`config.mk`:
```
export PLATFORM = sky130hd
export DESIGN_NAME = xor_checksum_pcx_rle_decoder
export DESIGN_NICKNAME = d
export VERILOG_FILES = /design/src/rtl/xcrle_pkg.sv /design/src/rtl/xor_checksum_pcx_rle_decoder.sv /design/src/rtl/xcrle_front.sv /design/src/rtl/xcrle_cmd_q.sv /design/src/rtl/xcrle_back.sv
export VERILOG_INCLUDE_DIRS = /design/src /design/src/rtl
export SDC_FILE = /design/constraint.sdc
export NUM_CORES = 2
export LEC_CHECK = 0
export ABC_AREA = 1
export BUFFER_PORTS_ARGS = -buffer_cell sky130_fd_sc_hd__buf_2
export CORE_ASPECT_RATIO = 1.25
export CORE_MARGIN = 2
export CORE_UTILIZATION = 35
export DETAILED_ROUTE_END_ITERATION = 12
export GPL_TIMING_DRIVEN = 0
export PLACE_DENSITY = 0.53
export RECOVER_POWER = 100
export SYNTH_ARGS = -nofsm -noshare
export SYNTH_HDL_FRONTEND = slang
export SYNTH_HIERARCHICAL = 1
export SYNTH_SLANG_ARGS = --single-unit
```
`constraint.sdc`:
```
create_clock -name clk_i -period 12.7 [get_ports clk_i]
set_input_delay 0 -clock clk_i [delete_from_list [all_inputs] [get_ports clk_i]]
set_output_delay 0 -clock clk_i [all_outputs]
set_load 0.03 [all_outputs]
```
`src/rtl/xor_checksum_pcx_rle_decoder_assert.svh`:
```
// assertion macros used by the decoder back end (xcrle_back)
// they sample on clk_i and are disabled while rst_ni is low
`ifndef XOR_CHECKSUM_PCX_RLE_DECODER_ASSERT_SVH
`define XOR_CHECKSUM_PCX_RLE_DECODER_ASSERT_SVH

// same-cycle implication
`define XCRLE_ASSERT_NOW(lbl, ante, cons, msg) \
  lbl: assert property (@(posedge clk_i) disable iff (!rst_ni) (ante) |-> (cons)) \
    else $error(msg);

// next-cycle implication
`define XCRLE_ASSERT_NXT(lbl, ante, cons, msg) \
  lbl: assert property (@(posedge clk_i) disable iff (!rst_ni) (ante) |=> (cons)) \
    else $error(msg);

`endif

```
`src/rtl/xcrle_pkg.sv`:
```
`timescale 1ns / 1ps
`default_nettype none

package xcrle_pkg;

  // header layout
  localparam logic [7:0] HdrBytes  = 8'd128;
  localparam logic [7:0] PosBpp    = 8'd3;
  localparam logic [7:0] PosPlanes = 8'd65;
  localparam logic [7:0] PosExt0   = 8'd4;
  localparam logic [7:0] BppOk     = 8'd8;
  localparam logic [7:0] PlanesOk  = 8'd1;

  // run-length coding
  localparam logic [7:0] RunMark = 8'hC0;
  localparam logic [7:0] RunMask = 8'h3F;

  // result kinds
  localparam logic KindPixel  = 1'b0;
  localparam logic KindStatus = 1'b1;

  typedef enum logic [2:0] {
    ST_OK      = 3'd0,
    ST_CKSUM   = 3'd1,
    ST_FORMAT  = 3'd2,
    ST_OVERRUN = 3'd3,
    ST_SHORT   = 3'd4,
    ST_TRUNC   = 3'd5
  } status_e;

  typedef struct packed {
    logic [7:0] raw_byte;
    logic       final_byte;
  } in_t;

  typedef struct packed {
    logic        item_kind;
    logic [7:0]  pixel_value;
    logic [31:0] pixel_index;
    logic [2:0]  status_code;
    logic        run_end;
  } out_t;

  // one classified input byte: a run of pixels and/or a status
  typedef struct packed {
    logic [5:0]  cnt;
    logic [7:0]  val;
    logic [31:0] idx;
    logic        has_stat;
    status_e     code;
  } cmd_t;

endpackage

`default_nettype wire

```
`src/rtl/xor_checksum_pcx_rle_decoder.sv`:
```
// path: results pass the command queue, the work register and the output register
// throughput: one byte per cycle in unless full; one result per cycle out while popped;
//   a run of n pixels takes n results and the two-entry command queue then stalls input
// reset: rst_ni is asynchronous and active low; it clears entry state, the queue,
//   the result valid flag and both configuration registers to zero
`timescale 1ns / 1ps
`default_nettype none

module xor_checksum_pcx_rle_decoder (
  input  wire logic              clk_i,
  input  wire logic              rst_ni,
  // byte input
  input  wire logic              push,
  output logic                   full,
  input  wire xcrle_pkg::in_t    in_data_i,
  // result output
  output logic                   empty,
  input  wire logic              pop,
  output xcrle_pkg::out_t        out_data_o,
  // configuration
  input  wire logic              psel,
  input  wire logic              penable,
  input  wire logic              pwrite,
  input  wire logic [2:0]        paddr,
  input  wire logic [31:0]       pwdata,
  output logic [31:0]            prdata,
  output logic                   pready
);

  logic [7:0] xor_key_q, checksum_seed_q;
  logic       cfg_wr;

  logic            in_valid;
  logic            cmd_valid, q_full, q_nonempty, q_pop;
  xcrle_pkg::cmd_t cmd, q_head;

  // configuration registers
  assign pready = 1'b1;
  assign cfg_wr = psel && penable && pwrite && pready;
  assign prdata = {24'd0, paddr[2] ? checksum_seed_q : xor_key_q};

  always_ff @(posedge clk_i or negedge rst_ni) begin
    if (!rst_ni) begin
      xor_key_q       <= '0;
      checksum_seed_q <= '0;
    end else if (cfg_wr) begin
      if (paddr[2]) begin
        checksum_seed_q <= pwdata[7:0];
      end else begin
        xor_key_q <= pwdata[7:0];
      end
    end
  end

  assign full     = q_full;
  assign in_valid = push && !q_full;

  xcrle_front u_front (
    .clk_i           (clk_i),
    .rst_ni          (rst_ni),
    .in_valid_i      (in_valid),
    .in_data_i       (in_data_i),
    .xor_key_i       (xor_key_q),
    .checksum_seed_i (checksum_seed_q),
    .cmd_valid_o     (cmd_valid),
    .cmd_o           (cmd)
  );

  xcrle_cmd_q u_cmd_q (
    .clk_i      (clk_i),
    .rst_ni     (rst_ni),
    .wr_i       (cmd_valid),
    .wr_data_i  (cmd),
    .rd_i       (q_pop),
    .full_o     (q_full),
    .nonempty_o (q_nonempty),
    .rd_data_o  (q_head)
  );

  xcrle_back u_back (
    .clk_i       (clk_i),
    .rst_ni      (rst_ni),
    .cmd_valid_i (q_nonempty),
    .cmd_i       (q_head),
    .cmd_pop_o   (q_pop),
    .pop         (pop),
    .empty       (empty),
    .out_data_o  (out_data_o)
  );

endmodule

`default_nettype wire

```
`src/rtl/xcrle_front.sv`:
```
`timescale 1ns / 1ps
`default_nettype none

module xcrle_front (
  input  wire logic             clk_i,
  input  wire logic             rst_ni,
  input  wire logic             in_valid_i,
  input  wire xcrle_pkg::in_t   in_data_i,
  input  wire logic [7:0]       xor_key_i,
  input  wire logic [7:0]       checksum_seed_i,
  output logic                  cmd_valid_o,
  output xcrle_pkg::cmd_t       cmd_o
);

  logic [7:0]          pos_q, pos_d;
  logic [7:0]          ck_q, ck_d;
  logic [15:0]         ext_q [4];
  logic [15:0]         ext_d [4];
  logic [7:0]          bpp_q, bpp_d;
  logic [7:0]          planes_q, planes_d;
  logic [31:0]         tgt_q, tgt_d;
  logic [31:0]         pd_q, pd_d;
  logic                pend_q, pend_d;
  logic [5:0]          plen_q, plen_d;
  xcrle_pkg::status_e  err_q, err_d;

  logic        in_hdr;
  logic [7:0]  ck_base;
  logic [7:0]  dbyte;
  logic [16:0] span_x, span_y;
  logic [33:0] area;
  logic [31:0] area_sat;
  logic        fmt_bad;
  logic [32:0] run_sum;

  assign in_hdr  = pos_q < xcrle_pkg::HdrBytes;
  assign ck_base = (pos_q == 8'd0) ? checksum_seed_i : ck_q;
  assign dbyte   = in_data_i.raw_byte ^ xor_key_i;

  // header check and image size
  assign fmt_bad = (bpp_q != xcrle_pkg::BppOk) || (planes_q != xcrle_pkg::PlanesOk) ||
                   (ext_q[2] < ext_q[0]) || (ext_q[3] < ext_q[1]);
  assign span_x   = {1'b0, ext_q[2]} - {1'b0, ext_q[0]} + 17'd1;
  assign span_y   = {1'b0, ext_q[3]} - {1'b0, ext_q[1]} + 17'd1;
  assign area     = span_x * span_y;
  assign area_sat = (area[33:32] != 2'b00) ? '1 : area[31:0];

  assign run_sum = {1'b0, pd_q} + {27'd0, (dbyte[5:0] & xcrle_pkg::RunMask[5:0])};

  // classify the byte and update entry state
  always_comb begin
    pos_d    = pos_q;
    ck_d     = ck_q;
    ext_d    = ext_q;
    bpp_d    = bpp_q;
    planes_d = planes_q;
    tgt_d    = tgt_q;
    pd_d     = pd_q;
    pend_d   = pend_q;
    plen_d   = plen_q;
    err_d    = err_q;

    cmd_o          = '0;
    cmd_o.val      = dbyte;
    cmd_o.idx      = pd_q;
    cmd_o.code     = xcrle_pkg::ST_OK;
    cmd_valid_o    = 1'b0;

    if (in_valid_i) begin
      ck_d = ck_base - in_data_i.raw_byte;

      if (in_hdr) begin
        if (pos_q == xcrle_pkg::PosBpp) bpp_d = dbyte;
        if (pos_q == xcrle_pkg::PosPlanes) planes_d = dbyte;
        for (int k = 0; k < 4; k++) begin
          if (pos_q == xcrle_pkg::PosExt0 + 8'(2 * k)) ext_d[k][7:0] = dbyte;
          if (pos_q == xcrle_pkg::PosExt0 + 8'(2 * k + 1)) ext_d[k][15:8] = dbyte;
        end
        if (pos_q == xcrle_pkg::HdrBytes - 8'd1) begin
          if (fmt_bad) begin
            err_d = xcrle_pkg::ST_FORMAT;
            tgt_d = '0;
          end else begin
            tgt_d = area_sat;
          end
        end
        pos_d = pos_q + 8'd1;
      end else if (err_q == xcrle_pkg::ST_OK) begin
        if (pend_q) begin
          cmd_o.cnt = plen_q;
          pd_d      = pd_q + {26'd0, plen_q};
          pend_d    = 1'b0;
          plen_d    = '0;
        end else if (pd_q < tgt_q) begin
          if (dbyte >= xcrle_pkg::RunMark) begin
            if (run_sum > {1'b0, tgt_q}) begin
              err_d = xcrle_pkg::ST_OVERRUN;
            end else begin
              pend_d = 1'b1;
              plen_d = dbyte[5:0] & xcrle_pkg::RunMask[5:0];
            end
          end else begin
            cmd_o.cnt = 6'd1;
            pd_d      = pd_q + 32'd1;
          end
        end
      end

      // end of entry: status with priority, then back to the reset state
      if (in_data_i.final_byte) begin
        cmd_o.has_stat = 1'b1;
        if (ck_d != 8'd0) begin
          cmd_o.code = xcrle_pkg::ST_CKSUM;
        end else if (err_d != xcrle_pkg::ST_OK) begin
          cmd_o.code = err_d;
        end else if (pos_d < xcrle_pkg::HdrBytes) begin
          cmd_o.code = xcrle_pkg::ST_TRUNC;
        end else if (pend_d) begin
          cmd_o.code = xcrle_pkg::ST_OVERRUN;
        end else if (pd_d < tgt_d) begin
          cmd_o.code = xcrle_pkg::ST_SHORT;
        end else begin
          cmd_o.code = xcrle_pkg::ST_OK;
        end
        pos_d    = '0;
        ext_d    = '{default: '0};
        bpp_d    = '0;
        planes_d = '0;
        tgt_d    = '0;
        pd_d     = '0;
        pend_d   = 1'b0;
        plen_d   = '0;
        err_d    = xcrle_pkg::ST_OK;
      end

      cmd_valid_o = (cmd_o.cnt != 6'd0) || cmd_o.has_stat;
    end
  end

  always_ff @(posedge clk_i or negedge rst_ni) begin
    if (!rst_ni) begin
      pos_q    <= '0;
      ck_q     <= '0;
      ext_q    <= '{default: '0};
      bpp_q    <= '0;
      planes_q <= '0;
      tgt_q    <= '0;
      pd_q     <= '0;
      pend_q   <= 1'b0;
      plen_q   <= '0;
      err_q    <= xcrle_pkg::ST_OK;
    end else begin
      pos_q    <= pos_d;
      ck_q     <= ck_d;
      ext_q    <= ext_d;
      bpp_q    <= bpp_d;
      planes_q <= planes_d;
      tgt_q    <= tgt_d;
      pd_q     <= pd_d;
      pend_q   <= pend_d;
      plen_q   <= plen_d;
      err_q    <= err_d;
    end
  end

endmodule

`default_nettype wire

```
`src/rtl/xcrle_cmd_q.sv`:
```
`timescale 1ns / 1ps
`default_nettype none

module xcrle_cmd_q (
  input  wire logic             clk_i,
  input  wire logic             rst_ni,
  input  wire logic             wr_i,
  input  wire xcrle_pkg::cmd_t  wr_data_i,
  input  wire logic             rd_i,
  output logic                  full_o,
  output logic                  nonempty_o,
  output xcrle_pkg::cmd_t       rd_data_o
);

  xcrle_pkg::cmd_t mem_q [2];
  logic            wr_ptr_q, wr_ptr_d;
  logic            rd_ptr_q, rd_ptr_d;
  logic [1:0]      cnt_q, cnt_d;
  logic            do_wr, do_rd;

  assign full_o     = cnt_q == 2'd2;
  assign nonempty_o = cnt_q != 2'd0;
  assign rd_data_o  = mem_q[rd_ptr_q];
  assign do_wr      = wr_i && !full_o;
  assign do_rd      = rd_i && nonempty_o;

  // pointer and fill bookkeeping
  always_comb begin
    wr_ptr_d = do_wr ? !wr_ptr_q : wr_ptr_q;
    rd_ptr_d = do_rd ? !rd_ptr_q : rd_ptr_q;
    cnt_d    = cnt_q + {1'b0, do_wr} - {1'b0, do_rd};
  end

  always_ff @(posedge clk_i or negedge rst_ni) begin
    if (!rst_ni) begin
      wr_ptr_q <= 1'b0;
      rd_ptr_q <= 1'b0;
      cnt_q    <= '0;
    end else begin
      wr_ptr_q <= wr_ptr_d;
      rd_ptr_q <= rd_ptr_d;
      cnt_q    <= cnt_d;
    end
  end

  // entry storage
  always_ff @(posedge clk_i) begin
    if (do_wr) begin
      mem_q[wr_ptr_q] <= wr_data_i;
    end
  end

endmodule

`default_nettype wire

```
`src/rtl/xcrle_back.sv`:
```
`timescale 1ns / 1ps
`default_nettype none

`include "xor_checksum_pcx_rle_decoder_assert.svh"

module xcrle_back (
  input  wire logic             clk_i,
  input  wire logic             rst_ni,
  input  wire logic             cmd_valid_i,
  input  wire xcrle_pkg::cmd_t  cmd_i,
  output logic                  cmd_pop_o,
  input  wire logic             pop,
  output logic                  empty,
  output xcrle_pkg::out_t       out_data_o
);

  logic [5:0]          w_cnt_q, w_cnt_d;
  logic                w_stat_q, w_stat_d;
  logic [7:0]          w_val_q, w_val_d;
  logic [31:0]         w_idx_q, w_idx_d;
  xcrle_pkg::status_e  w_code_q, w_code_d;

  xcrle_pkg::out_t out_q, res;
  logic            out_vld_q, out_vld_d;

  logic busy, last, slot_free, emit, load;

  assign busy      = (w_cnt_q != 6'd0) || w_stat_q;
  assign last      = (w_cnt_q == 6'd1 && !w_stat_q) || (w_cnt_q == 6'd0 && w_stat_q);
  assign slot_free = !out_vld_q || pop;
  assign emit      = busy && slot_free;
  assign load      = cmd_valid_i && (!busy || (emit && last));
  assign cmd_pop_o = load;

  // next result from the work register
  always_comb begin
    res = '0;
    if (w_cnt_q != 6'd0) begin
      res.item_kind   = xcrle_pkg::KindPixel;
      res.pixel_value = w_val_q;
      res.pixel_index = w_idx_q;
      res.status_code = xcrle_pkg::ST_OK;
    end else begin
      res.item_kind   = xcrle_pkg::KindStatus;
      res.pixel_index = w_idx_q;
      res.status_code = w_code_q;
    end
    res.run_end = last;
  end

  // work register: count down the run, then the status
  always_comb begin
    w_cnt_d  = w_cnt_q;
    w_stat_d = w_stat_q;
    w_val_d  = w_val_q;
    w_idx_d  = w_idx_q;
    w_code_d = w_code_q;
    if (load) begin
      w_cnt_d  = cmd_i.cnt;
      w_stat_d = cmd_i.has_stat;
      w_val_d  = cmd_i.val;
      w_idx_d  = cmd_i.idx;
      w_code_d = cmd_i.code;
    end else if (emit) begin
      if (w_cnt_q != 6'd0) begin
        w_cnt_d = w_cnt_q - 6'd1;
        w_idx_d = w_idx_q + 32'd1;
      end else begin
        w_stat_d = 1'b0;
      end
    end
  end

  assign out_vld_d = emit ? 1'b1 : (pop ? 1'b0 : out_vld_q);

  always_ff @(posedge clk_i or negedge rst_ni) begin
    if (!rst_ni) begin
      w_cnt_q   <= '0;
      w_stat_q  <= 1'b0;
      out_vld_q <= 1'b0;
    end else begin
      w_cnt_q   <= w_cnt_d;
      w_stat_q  <= w_stat_d;
      out_vld_q <= out_vld_d;
    end
  end

  // payload registers
  always_ff @(posedge clk_i) begin
    w_val_q  <= w_val_d;
    w_idx_q  <= w_idx_d;
    w_code_q <= w_code_d;
    if (emit) begin
      out_q <= res;
    end
  end

  assign empty      = !out_vld_q;
  assign out_data_o = out_q;

  `XCRLE_ASSERT_NOW(a_status_ends, out_vld_q && out_q.item_kind == xcrle_pkg::KindStatus, out_q.run_end, "status result without run_end")
  `XCRLE_ASSERT_NOW(a_pixel_no_code, out_vld_q && out_q.item_kind == xcrle_pkg::KindPixel, out_q.status_code == xcrle_pkg::ST_OK, "pixel result carries a status code")
  `XCRLE_ASSERT_NXT(a_index_steps, emit && w_cnt_q != 6'd0 && !load, w_idx_q == $past(w_idx_q) + 32'd1, "pixel index did not advance")

endmodule

`default_nettype wire
```
Word-level counts from Yosys, hierarchy flattened
Memories as Yosys holds them, arrays and structs flattened.
Cells that the tools add are included.
{ "totals": {"regBits": 286, "latch_bits": 0, "mem_bits_rw": 100, "rom_bits": 0, "input_bits": 51, "word_cells": 230, "n_memories": 1} }
{ "op_classes": {"addsub": 13, "multipliers": 1, "div": 0, "n_lt_le_gt_ge": 8, "n_eq_ne": 18, "shifts": 0, "muxes": 89, "bitwise": 2, "n_reduce_logical": 65} }
{ "memory_table": {"columns": ["memory", "depth", "width", "rd", "rd_clocked_by_memory_dff", "write_ports", "line", "source"], "rows": [
  ["u_cmd_q.mem_q", 2, 50, 1, 0, 1, "xcrle_cmd_q.sv:15", "xcrle_pkg::cmd_t mem_q [2];"]
]} }
{ "ops": {"columns": ["cell", "count"], "rows": [
  ["$mux W32", 16],
  ["$mux W8", 19],
  ["$mux W64", 2],
  ["$mux W6", 16],
  ["$add A32 B1 Y32 const B", 2],
  ["$lt A32 B32 Y1", 2],
  ["$mux W3", 15],
  ["$add A17 B1 Y17 const B", 2],
  ["$mul A17 B17 Y34", 1],
  ["$reduce_bool A2 Y1", 17],
  ["$sub A16 B16 Y17", 2],
  ["$add A32 B6 Y33", 1],
  ["$gt A33 B32 Y1", 1],
  ["$add A32 B6 Y32", 1],
  ["$eq A8 B3 Y1 const B", 4],
  ["$eq A8 B4 Y1 const B", 4],
  ["$lt A16 B16 Y1", 2],
  ["$reduce_and A3 Y1", 10],
  ["$mux W1", 18],
  ["$eq A8 B7 Y1 const B", 2],
  ["$lt A8 B8 Y1 const B", 2],
  ["$mux W4", 3],
  ["$reduce_bool A6 Y1", 2],
  ["$logic_and A1 B1 Y1", 10],
  ["24 further kinds", 42]
]} }

Logic depth before layout (Yosys ltp)
{ "logic_depth": {"depth_word": 22, "ltp_mapped": 64, "ltp_nobuf": 64} }

Hierarchy
The synthesis kept the hierarchy.
{ "by_module_without_submodules": {"columns": ["mod", "n_inst", "cells_each", "area_per_inst_um2"], "rows": [
  ["xcrle_front", 1, 3061, 23462.5],
  ["xcrle_back", 1, 457, 4657.0],
  ["xcrle_cmd_q", 1, 294, 3910.0],
  ["xor_checksum_pcx_rle_decoder", 1, 127, 957.2]
]} }

Least setup slack after synthesis
OpenSTA, ideal clock, no wires.
{ "synth_timing": {"path_kind": "register to register", "from": "reg u_front/ext_q[1] (netlist bit)", "to": "mem u_cmd_q/mem_q[0][2] (netlist bit) (data pin)", "t_arrival_ns": 9.002, "t_required_ns": 12.552, "setup_slack_ns": 3.550, "stages_incl_launch_ff": 59, "n_path_buf": 1, "period_less_slack_ns": 9.150, "cell_sequence": "dfrtp_1 -> inv_1 -> ha_1 -> inv_1 -> ha_1 -> fa_1 -> a21oi_1 -> o21bai_1 -> a21oi_1 -> o21ai_1 -> nand2_1 -> nand2_1 -> nand2_1 -> nand2_1 -> nand2_1 -> nand2_1 -> a21oi_1 -> or2_1 -> [... 23 more ...] -> nand2_1 -> nand2_1 -> inv_1 -> buf_2 -> nand2_1 -> a22oi_1 -> ha_1 -> a21oi_1 -> nor2_1 -> a211oi_1 -> o221ai_1 -> nand2_1 -> o2111ai_1 -> nor2_1 -> nand2_1 -> nand3_1 -> nand2_1 -> nor2_1"} }
{ "synth_lines": {"columns": ["element", "line", "source"], "rows": [
  ["from (decl)", "xcrle_front.sv:17", "logic [15:0] ext_q [4];"],
  ["from (signal assigned)", "xcrle_front.sv:155", "ext_q <= ext_d;"],
  ["to (decl)", "xcrle_cmd_q.sv:15", null]
]} }

==> impl_results.md <==
* Run status: finished with violations
* Violations in the final reports: capacitance limit, slew limit
* Quantity of gates resized following cts at 0
* Crit-path most repeated cell: sky130_fd_sc_hd__nand2_1
* Sinks on the clock net at 386
* Endpoints failing setup at 0
* Setup Crit Path Kind: flop to flop
* Largest driver fanout on the critical path at 10
* Row cnt at 125
* Remaining routing DRC violations at 0
* Aggregate global-route resource usage at 20.3%
* Clock slew seen by the registers of the worst setup and hold paths at 60 ps
* Number of iterations in the first detailed-routing pass at 5
* Crit-path max cell delay at 560 ps
* H-tree depth at 2
* Number of flops mapped to enable cells by yosys at 188
* Pins Over Slew Limit at 302
* Wire length of the first global-routing pass at 152000 um
* Setup repair after global routing missed its margin: false
* Most frequent cells in the layout: 1091 x sky130_fd_sc_hd__nand2_1, 661 x sky130_fd_sc_hd__inv_1, 298 x sky130_fd_sc_hd__ha_1
* Number of antenna violations at the first check in global routing at 0
* Total Nets Final at 4723
* Share of async-settable or async-resettable flops after synthesis at 51.3%
* Routed Antenna Nets at 0
* Share of the clock period used by the worst path at 90.9%
* Hold violation total from the final report at 0
* Synthesis-to-layout area growth at 11.2%
* Post-synthesis compound-gate area fraction at 8.11%
* Largest delay contributor family on the critical path: adder cells
* Clock period minus final worst setup slack at 11550 ps
* First-iteration detailed-routing DRC count at 1680
* Distinct cell type count of the synthesized netlist at 67
* Die width at 279 um
* TritonCTS buffer count at 46
* Fmax at 0.0866 GHz
* Main combinational cell family by area after synthesis: adder cells
* Clock tree from TritonCTS: built
* Proportion of layout cells with a drive suffix above 1 at 4.85%
* IO buf count at 78
* Worst Reg-to-Reg Cells at 55
* Fraction of synthesized cell area in xor and xnor cells at 3.05%
* Die Y at 347 um
* Initial core utilization at 35.4%
* Number of cells on the worst hold path at 4
* Remaining Overflow, GRT at 0
* Worst setup SP type: flop
* Average cell area after synthesis at 8.37 um^2
* Total number of yosys warnings at 6
* Hold_sp: psel
* Slowest stage cell, crit path: sky130_fd_sc_hd__clkbuf_1
* Buf/Inv on CP at 12
* Post-synthesis instance area at 33000 um^2
* Detailed-route vias per instance at 4.92
* Routed length per placed instance at 18.0 um
* Post-synthesis share of cell area spent on full adders, half adders and majority gates at 26.1%
* Clock network latency to the later pin of the worst-skew pair at 590 ps
* Post-synthesis simple-gate area fraction at 20.7%
* Data required time of the worst path at 13130 ps
* Master cell of the clock root buffer: sky130_fd_sc_hd__clkbuf_16
* Setup Skew at 22.4 ps
* Register bit total from synthesis at 386
* Most frequent standard cell in the layout excluding fill and tap cells: sky130_fd_sc_hd__nand2_1
* Final weighted congestion in routability-driven placement at 0.949
* Hold path endpoint: checksum_seed_q[3]
* Dominant register cell in the synthesized netlist: sky130_fd_sc_hd__dfrtp_1
* Launch point of the worst reg-to-reg path: u_front/ext_q[49]
* Maximum Capacitance Violations at 7
* Nature of the critical path endpoint: flop
* Total via count after detailed routing at 26441
* Via count of the first global-routing pass at 27021
* Maximum clock path buffer count at 3
* Flop2flop setup slack at 1150 ps
* Transition at the pin with the smallest max-transition slack at 4120 ps
* Share of the yosys chip area belonging to registers at 32.1%
* I/O pin count at 131
* Synthesized instance count at 3939
* Routed wire length at 96800 um
* Worst-case headroom to the max-slew limit at -175%
* Multiplexer fraction of the synthesized cell area at 0.0948%
* Maximum number of pins on one net before global-route repair at 74
* Die outline area at 96700 um^2
* Core Region at 93200 um^2
* Endpoint of the worst register-to-register path: u_cmd_q/mem_q[0][2]
* Post-detailed-placement half-perimeter wirelength at 77200 um
* Worst Path Arrival at 11980 ps
* Type of the most critical hold path: input pin to flop
* Setup TNS at 0 ps
* Antenna cells at 0
tightest hold or removal path, cell delays in order:
cell and delay (ps):
sky130_fd_sc_hd__buf_2 120, sky130_fd_sc_hd__nand4_1 320, sky130_fd_sc_hd__nand2_1 90, sky130_fd_sc_hd__nand2_1 50
layer usage:
| metal | part of all wire (%) | global-route usage [%] | vias to the layer above |
|---|---|---|---|
| met1 | 43 | 25.9 | 12787 |
| met5 | 0 | 0 | - |
| met4 | 3.2 | 6.41 | 0 |
| met2 | 50 | 36.2 | 633 |
| li1 | - | - | 12860 |
| met3 | 4.0 | 1.72 | 161 |
kinds of logic after synthesis:
family | Yosys count
and+or+nand+nor | 1635
buffers and inverters | 802
adders and majority gates | 541
AOI/OAI and AO/OA | 455
DFF | 386
xor gates and xnor gates | 115
muxes | 3
other | 2
timing repair:
item | CTS | global route
endpoints found under the hold margin | 167 | 2
buffers inserted | 0 | 0
hold buffers | 37 | 1
cells in the mapped netlist, types with 5 or more instances:
cell | instances | share of area [%]
sky130_fd_sc_hd__o21ai_2 | 17 | 0.45
sky130_fd_sc_hd__buf_6 | 13 | 0.44
sky130_fd_sc_hd__o21a_1 | 5 | 0.11
sky130_fd_sc_hd__o21ai_0 | 157 | 2.4
sky130_fd_sc_hd__a31oi_1 | 13 | 0.25
sky130_fd_sc_hd__nor2_1 | 264 | 3.0
sky130_fd_sc_hd__nand2_1 | 1084 | 12
sky130_fd_sc_hd__o221ai_1 | 7 | 0.19
sky130_fd_sc_hd__nand4_1 | 38 | 0.72
sky130_fd_sc_hd__or2_2 | 19 | 0.36
sky130_fd_sc_hd__edfxtp_1 | 188 | 17
sky130_fd_sc_hd__fa_1 | 243 | 15
sky130_fd_sc_hd__nor3_1 | 48 | 0.73
sky130_fd_sc_hd__nand2_2 | 12 | 0.23
sky130_fd_sc_hd__a22oi_1 | 31 | 0.71
sky130_fd_sc_hd__clkbuf_1 | 67 | 0.76
sky130_fd_sc_hd__or2_1 | 8 | 0.15
sky130_fd_sc_hd__a21oi_1 | 123 | 1.9
sky130_fd_sc_hd__buf_4 | 31 | 0.71
sky130_fd_sc_hd__xnor2_1 | 24 | 0.64
sky130_fd_sc_hd__dfrtp_1 | 198 | 15
sky130_fd_sc_hd__nor2_2 | 5 | 0.095
sky130_fd_sc_hd__xor2_1 | 91 | 2.4
sky130_fd_sc_hd__a211oi_1 | 6 | 0.14
sky130_fd_sc_hd__clkinv_1 | 9 | 0.10
sky130_fd_sc_hd__o22ai_1 | 46 | 0.87
sky130_fd_sc_hd__o21ai_1 | 14 | 0.21
sky130_fd_sc_hd__nor2_4 | 6 | 0.20
sky130_fd_sc_hd__nand3b_1 | 7 | 0.16
sky130_fd_sc_hd__inv_1 | 659 | 7.5
sky130_fd_sc_hd__nor4_1 | 16 | 0.30
sky130_fd_sc_hd__nand3_1 | 106 | 1.6
sky130_fd_sc_hd__o21bai_1 | 9 | 0.20
sky130_fd_sc_hd__inv_2 | 9 | 0.10
sky130_fd_sc_hd__a21o_1 | 7 | 0.16
sky130_fd_sc_hd__buf_2 | 11 | 0.17
sky130_fd_sc_hd__ha_1 | 298 | 11
layout make-up:
| cell class | instances | area, um^2 |
|---|---|---|
| Fill cell | 9666 | 56500 |
| Multi-Input combinational cell | 2774 | 19000 |
| Sequential cell | 386 | 10600 |
| Inverter | 679 | 2550 |
| Tap cell | 1206 | 1510 |
| Clock buffer | 60 | 1380 |
| Timing Repair Buffer | 121 | 721 |
| Buffer | 123 | 619 |
| Clock inverter | 21 | 265 |
registers in the layout (all words and copies together), names as in the netlist, 8 cells and up:
register           flops
checksum_seed_q        8
u_front/planes_q       8
u_front/bpp_q          8
u_front/ck_q           8
u_back/w_idx_q        32
u_front/pd_q          32
xor_key_q              8
u_front/tgt_q         32
u_front/ext_q         64
u_front/pos_q          8
u_cmd_q/mem_q        100
u_back/w_val_q         8
u_back/out_data_o     45
worst max-delay path by stage:
stage	from	to	slack, ps	cells past startpoint
floorplan	u_front/ext_q[1]	u_cmd_q/mem_q[0][2]	3550	58
global placement	u_front/ext_q[49]	u_cmd_q/mem_q[0][2]	1240	55
detailed placement	u_front/ext_q[17]	u_cmd_q/mem_q[1][2]	1170	56
CTS	u_front/ext_q[49]	u_cmd_q/mem_q[0][2]	1140	55
global route	u_front/ext_q[17]	u_cmd_q/mem_q[1][2]	200	56
finish	u_front/ext_q[49]	u_cmd_q/mem_q[0][2]	1150	55
through the flow:
step | util (%) | area [um^2] | setup slack, ps | hold slack [ps] | cells
after floorplan | - | 33100 | 3550 | -296 | 3962
after global placement | 37.5 | 35000 | 1240 | 249 | 5246
after detailed placement | 37.7 | 35100 | 1170 | -23.9 | 5251
after CTS | 39.8 | 37100 | 1140 | 1.33 | 5369
after global routing | 39.3 | 36700 | 204 | 57.0 | 5370
final | 39.3 | 36700 | 1150 | 25.9 | 5370
Power is left out: the tool's default activity adds up to more than one toggle a clock period on the data nets, which glitch-free logic cannot reach.
